==> src/rtl/core/xcfp_pkg.sv <==
package xcfp_pkg;

    // Frame status codes reported on the last beat of a buffer
    localparam logic [1:0] ST_OK       = 2'd0;
    localparam logic [1:0] ST_SHORT    = 2'd1;
    localparam logic [1:0] ST_MISMATCH = 2'd2;

    // One result beat as it travels from the parser to the output buffer
    typedef struct packed {
        logic       has_payload_byte;
        logic [7:0] payload_byte;
        logic       frame_end;
        logic [1:0] frame_status;
        logic [7:0] frame_type;
    } xcfp_result_t;

endpackage

==> src/rtl/core/xor_checksum_frame_parser_unit.sv <==
// Channel | Direction | Handshake           | Beat fields
// input   | in        | in_valid / in_stall | rx_byte, end_of_buffer
// output  | out       | out_valid/out_stall | has_payload_byte, payload_byte, frame_end,
//         |           |                     | frame_status, frame_type
//
// One byte is taken every cycle while in_stall is low; its result beat, if any, is registered in the output buffer.
// The parser state loop (phase, running XOR, count) is combinational and registered on each taken byte.
// Bytes that are neither payload nor end of buffer give no output beat.
// rst_n clears the parser state and empties the output buffer at once.
// A two-entry output buffer parts the channels; in_stall rises only when both
// entries are held, so it comes straight from a register.
module xor_checksum_frame_parser_unit
    import xcfp_pkg::*;
(
    input  logic       clk,
    input  logic       rst_n,
    input  logic       in_valid,
    output logic       in_stall,
    input  logic [7:0] rx_byte,
    input  logic       end_of_buffer,
    output logic       out_valid,
    input  logic       out_stall,
    output logic       has_payload_byte,
    output logic [7:0] payload_byte,
    output logic       frame_end,
    output logic [1:0] frame_status,
    output logic [7:0] frame_type
);

    logic         accept;
    logic         res_valid;
    logic         buf_full;
    xcfp_result_t result;
    xcfp_result_t out_data;

    assign in_stall = buf_full;
    assign accept   = in_valid && !buf_full;

    xcfp_parser u_parser (
        .clk           (clk),
        .rst_n         (rst_n),
        .accept        (accept),
        .rx_byte       (rx_byte),
        .end_of_buffer (end_of_buffer),
        .res_valid     (res_valid),
        .result        (result)
    );

    xcfp_out_skid u_out (
        .clk       (clk),
        .rst_n     (rst_n),
        .push      (accept && res_valid),
        .push_data (result),
        .full      (buf_full),
        .out_valid (out_valid),
        .out_stall (out_stall),
        .out_data  (out_data)
    );

    assign has_payload_byte = out_data.has_payload_byte;
    assign payload_byte     = out_data.payload_byte;
    assign frame_end        = out_data.frame_end;
    assign frame_status     = out_data.frame_status;
    assign frame_type       = out_data.frame_type;

endmodule

==> src/rtl/core/xcfp_parser.sv <==
module xcfp_parser
    import xcfp_pkg::*;
(
    input  logic         clk,
    input  logic         rst_n,
    input  logic         accept,
    input  logic [7:0]   rx_byte,
    input  logic         end_of_buffer,
    output logic         res_valid,
    output xcfp_result_t result
);

    typedef enum logic [2:0] {
        PH_TYPE    = 3'd0,
        PH_LENGTH  = 3'd1,
        PH_PAYLOAD = 3'd2,
        PH_CHECK   = 3'd3,
        PH_DONE    = 3'd4
    } phase_t;

    phase_t     phase_reg, phase_next;
    logic [7:0] type_reg, type_next;
    logic [7:0] length_reg, length_next;
    logic [7:0] count_reg, count_next;
    logic [7:0] xor_reg, xor_next;
    logic       match_reg, match_next;
    logic       pass;

    // Per-byte state update
    always_comb
    begin
        phase_next  = phase_reg;
        type_next   = type_reg;
        length_next = length_reg;
        count_next  = count_reg;
        xor_next    = xor_reg;
        match_next  = match_reg;
        pass        = 1'b0;
        unique case (phase_reg)
            PH_TYPE:
            begin
                type_next  = rx_byte;
                xor_next   = rx_byte;
                phase_next = PH_LENGTH;
            end
            PH_LENGTH:
            begin
                length_next = rx_byte;
                xor_next    = xor_reg ^ rx_byte;
                count_next  = 8'd0;
                phase_next  = (rx_byte == 8'd0) ? PH_CHECK : PH_PAYLOAD;
            end
            PH_PAYLOAD:
            begin
                pass       = 1'b1;
                xor_next   = xor_reg ^ rx_byte;
                count_next = count_reg + 8'd1;
                if (count_next == length_reg)
                begin
                    phase_next = PH_CHECK;
                end
            end
            PH_CHECK:
            begin
                match_next = (rx_byte == xor_reg);
                phase_next = PH_DONE;
            end
            default:
            begin
                // done, or a stray code: byte ignored
            end
        endcase
    end

    // Result beat for this byte
    always_comb
    begin
        res_valid               = pass || end_of_buffer;
        result.has_payload_byte = pass;
        result.payload_byte     = pass ? rx_byte : 8'd0;
        result.frame_end        = end_of_buffer;
        result.frame_status     = ST_OK;
        result.frame_type       = 8'd0;
        if (end_of_buffer)
        begin
            if (phase_next != PH_DONE)
            begin
                result.frame_status = ST_SHORT;
            end
            else
            begin
                result.frame_status = match_next ? ST_OK : ST_MISMATCH;
            end
            result.frame_type = type_next;
        end
    end

    // Parser state; the end of a buffer returns it to the start
    always_ff @(posedge clk or negedge rst_n)
    begin
        if (!rst_n)
        begin
            phase_reg  <= PH_TYPE;
            type_reg   <= 8'd0;
            length_reg <= 8'd0;
            count_reg  <= 8'd0;
            xor_reg    <= 8'd0;
            match_reg  <= 1'b0;
        end
        else if (accept)
        begin
            if (end_of_buffer)
            begin
                phase_reg  <= PH_TYPE;
                type_reg   <= 8'd0;
                length_reg <= 8'd0;
                count_reg  <= 8'd0;
                xor_reg    <= 8'd0;
                match_reg  <= 1'b0;
            end
            else
            begin
                phase_reg  <= phase_next;
                type_reg   <= type_next;
                length_reg <= length_next;
                count_reg  <= count_next;
                xor_reg    <= xor_next;
                match_reg  <= match_next;
            end
        end
    end

endmodule

==> src/rtl/core/xcfp_out_skid.sv <==
module xcfp_out_skid
    import xcfp_pkg::*;
(
    input  logic         clk,
    input  logic         rst_n,
    input  logic         push,
    input  xcfp_result_t push_data,
    output logic         full,
    output logic         out_valid,
    input  logic         out_stall,
    output xcfp_result_t out_data
);

    logic         main_valid_reg;
    logic         skid_valid_reg;
    xcfp_result_t main_reg;
    xcfp_result_t skid_reg;
    logic         pop;

    assign pop       = main_valid_reg && !out_stall;
    assign full      = skid_valid_reg;
    assign out_valid = main_valid_reg;
    assign out_data  = main_reg;

    // Occupancy; a push only arrives while the skid entry is free
    always_ff @(posedge clk or negedge rst_n)
    begin
        if (!rst_n)
        begin
            main_valid_reg <= 1'b0;
            skid_valid_reg <= 1'b0;
        end
        else if (skid_valid_reg)
        begin
            if (pop)
            begin
                skid_valid_reg <= 1'b0;
            end
        end
        else if (push)
        begin
            if (main_valid_reg && !pop)
            begin
                skid_valid_reg <= 1'b1;
            end
            main_valid_reg <= 1'b1;
        end
        else if (pop)
        begin
            main_valid_reg <= 1'b0;
        end
    end

    // Beat data
    always_ff @(posedge clk)
    begin
        if (skid_valid_reg)
        begin
            if (pop)
            begin
                main_reg <= skid_reg;
            end
        end
        else if (push)
        begin
            if (main_valid_reg && !pop)
            begin
                skid_reg <= push_data;
            end
            else
            begin
                main_reg <= push_data;
            end
        end
    end

endmodule

==> config.mk <==
export PLATFORM = sky130hd
export DESIGN_NAME = xor_checksum_frame_parser_unit
export DESIGN_NICKNAME = d
export VERILOG_FILES = /design/src/rtl/core/xcfp_pkg.sv /design/src/rtl/core/xor_checksum_frame_parser_unit.sv /design/src/rtl/core/xcfp_parser.sv /design/src/rtl/core/xcfp_out_skid.sv
export SDC_FILE = /design/constraint.sdc
export NUM_CORES = 1
export LEC_CHECK = 0
export ABC_AREA = 0
export CELL_PAD_IN_SITES_DETAIL_PLACEMENT = 1
export CELL_PAD_IN_SITES_GLOBAL_PLACEMENT = 1
export CORE_ASPECT_RATIO = 1.5
export CORE_UTILIZATION = 50
export CTS_BUF_LIST = sky130_fd_sc_hd__clkbuf_4
export DETAILED_ROUTE_END_ITERATION = 10
export DONT_BUFFER_PORTS = 1
export PLACE_DENSITY = 0.76
export SYNTH_ARGS = -nofsm -noshare
export SYNTH_HDL_FRONTEND = slang
export SYNTH_SLANG_ARGS = --single-unit
==> constraint.sdc <==
create_clock -name clk -period 8.06 [get_ports clk]
set_input_delay 1.612 -clock clk [delete_from_list [all_inputs] [get_ports clk]]
set_output_delay 1.612 -clock clk [all_outputs]
set_load 0.005 [all_outputs]
==> summary.md <==
| Metric | Value |
|---|---|
| Max_cap viols | `0` |
| # setup viols final | `0` |
| PD cells | `between 300 and 400 nW/um^2` |
| Post_cts resized | `0` |
| Clock input transition at the sequential cells of the worst setup and hold paths | `0.13 ns` |
| Count of flip-flops with a built-in enable after synthesis | `40` |
| Final net count | `between 300 and 400` |
| Critical path startpoint category | `flip-flop` |
| Count of antenna diodes in the layout | `0` |
| I/O pins | `35` |
| Post-synth ARST share | `0.4872` |
| Worst slack on hold paths | `between 0.5 and 0.6 ns` |
| Clock root buffer | `clkbuf_4` |
| Number of remaining DRC errors | `0` |
| Worst R2R Setup Slack | `5.16 ns` |
| HPWL after detailed placement | `5754 um` |
| Worst Path Arrival | `1.59 ns` |
| Unrepaired setup endpoints after global routing | `false` |
| Fillers | `about 800` |
| Post-CTS Setup Bufs | `0` |
| Worst slew margin relative to its limit | `0.2178` |
| Number of buffers created by CTS | `9` |
| Weighted congestion reported at the end of routability-driven placement | `0.7523` |
| Run status | `completed` |
| Cell count after synthesis | `350` |
| Number of global-route vias before repair | `~2,700` |
| Antenna violation net count after detailed routing | `0` |
| Required time reported for the critical path endpoint | `between 6 and 7 ns` |
| Leak | `~0.0015 uW` |
| Top flip-flop cell by instance count after synthesis | `edfxtp_1` |
| Hold buffer count at CTS | `0` |
| Total of warnings raised by yosys | `0` |
| Synthesis-to-layout area growth | `3.485%` |
| Post-layout min period | `about 3.2 ns` |
| DRT Pass-1 Iters | `4` |
| Reg2Reg Launch Point | `u_out.full` |
| Depth of the CTS H-tree | `3` |
| Global-route wire length before repair | `~14,000 um` |
| Core area | `7322 sq um` |
| Routed wirelength normalized by instance count | `between 15 and 20 um` |
| Number of vias per cell after detailed routing | `between 5 and 6` |
| Crit Reg-Reg Endpoint | `u_out.out_data[16]` |
| Vias after detailed routing | `2,561` |
| Initial antenna violation count | `0` |
| Max Clock Freq | `311.9 MHz` |
| Floorplan die width | `roughly 74 um` |
| Ratio of final minimum period to clock period | `0.3978` |
| Post-Route Skew | `around 0.012 ns` |
| Number of clock sinks | `between 70 and 80` |
| Final critical-path setup slack | `4.854 ns` |
| Total Routing Usage GR | `0.2428` |
| Worst hold path startpoint | `u_parser.type_reg[2]` |
| Class of the tightest hold or removal check | `flip-flop to flip-flop` |
| End point of the most critical hold path | `u_parser.type_reg[2]` |
| Peak supply drop | `around 160 uV` |
| Tot Pwr | `between 1000 and 1500 uW` |
| Sequential cell area fraction in the yosys report | `0.5603` |
| Number of cells traversed by the worst hold path | `2` |
| Syn nets | `approximately 360` |
| Largest fanout on the critical path | `36` |
| Main area contributors after synthesis | `edfxtp_1 (31%), dfrtp_1 (25%), o21ai_0 (5.0%)` |
| Total of flip-flops plus latches after synthesis | `78` |
| Overflow after GRT | `0` |
| Fraction of final layout cells with drive strength greater than 1 | `0.1032` |
| Std cell rows | `38` |
| Fin Setup TNS | `0 ns` |
| Mean post-synth cell area | `approximately 11 sq um` |
| DIE AREA | `between 8000 and 9000 sq um` |
| Input/output buffers | `0` |
| Area of the mapped netlist | `around 3800 sq um` |
| Logic depth of the worst path, buffers included | `0` |
| Worst setup EP type | `primary output` |
| Critical setup path kind | `flip-flop to primary output` |
| Most common cell in the synthesized netlist | `nand2_1` |
| Max-slew violations | `0` |
| Effective utilization at floorplan | `0.5246` |
| Clock Tree Buf Depth | `2` |
| Number of failing hold endpoints at the final stage | `0` |
| Pin count of the biggest net entering global routing | `39` |
| Most numerous cell types in the synthesized netlist | `nand2_1 (44), edfxtp_1 (40), dfrtp_1 (38), o21ai_0 (38), clkbuf_1 (18)` |
| CTS tree | `built` |
| Post-synth top area share | `0.3127` |
| Insertion delay to the later sink of the worst-skew pair | `about 0.45 ns` |
| Core Util, Final | `0.5429` |
| Slew at the pin with the worst max-slew slack | `roughly 1.2 ns` |
| Total routed wirelength | `~8400 um` |
| DP Worst Slack | `4.546 ns` |
| Height of the die | `around 110 um` |
| Initial DRC count | `178` |
| Cell type with the highest aggregate area in the netlist | `edfxtp_1` |
| Register-to-Register Path Depth | `3` |
| Count of unique library cells instantiated by Yosys | `46` |
logic make-up (layout without fill, tap and decap cells):
kind of cell	count (synthesis)	count (layout)	share of synthesized area
AO/OA/AOI/OAI	89	89	0.1453
AND/OR/NAND/NOR	105	105	0.1404
buffers and inverters	31	20	0.03615
adder cells (fa/ha/maj)	1	1	0.003257
multiplexers	20	20	0.05538
XOR/XNOR	26	26	0.05928
flip-flops	78	78	0.5603
routing by layer:
layer | wire length (um) | track usage
met5 | 0 | 0
met4 | 221 | 0.1236
met3 | 218 | 0.03483
met2 | 4277 | 0.3938
met1 | 3699 | 0.3147
cell usage in the layout (no fill, tap or decap), drive strengths merged:
master and instances:
xnor2 13, nor2 19, nor4 2, o41ai 1
a21oi 11, edfxtp 40, and2 11, a31oi 2
a22oi 8, and4 1, inv 6, nand2b 2
nand3 5, nor4b 2, a21boi 3, or3b 1
nor3b 6, a32oi 1, ha 1, or3 2
buf 1, nor2b 1, a311oi 1, a22o 9
nand4 3, nor3 4, clkinvlp 2, mux2 10
o31ai 11, o21bai 2, clkbuf 9, and4b 1
clkinv 2, xor2 13, nand2 44, nand3b 1
dfrtp 38, mux2i 10, o21ai 40
worst max path at each step:
stage,start,slack [ns],endpoint
CTS,u_out.full,4.82,in_stall
finish,u_out.full,4.85,in_stall
detailed placement,in_valid,4.55,u_out.out_data[3]
global route,u_out.full,4.74,in_stall
floorplan,in_valid,4.06,u_out.out_data[0]
global placement,end_of_buffer,4.65,u_out.out_data[7]
report_power, final:
| part | switching, uW | internal, uW | leakage, uW | total (uW) |
|---|---|---|---|---|
| combinational | 236 | 184 | 0.000553 | 420 |
| clock | 150 | 67.3 | 0.0000648 | 217 |
| sequential | 124 | 564 | 0.000878 | 688 |
| total | 510 | 815 | 0.00150 | 1320 |
metrics by stage:
| step | cells | cell area (sq um) |
|---|---|---|
| floorplan | 350 | 3841 |
| global placement | 423 | 3850 |
| detailed placement | 423 | 3850 |
| CTS | 439 | 3975 |
| global route | 439 | 3975 |
| finish | 439 | 3975 |
cell type report:
| cell class | instances | area (sq um) | area share |
|---|---|---|---|
| sequential | 78 | 2152 | 0.5414 |
| clock buffer | 9 | 67.56 | 0.01700 |
| timing repair buffer | 1 | 7.507 | 0.001889 |
| clock inverter | 7 | 57.56 | 0.01448 |
| inverter | 3 | 11.26 | 0.002833 |
| tap | 100 | 125.1 | 0.03148 |
| multi-input combinational | 241 | 1554 | 0.3909 |
Note: power is estimated with default switching activity, not from simulation.
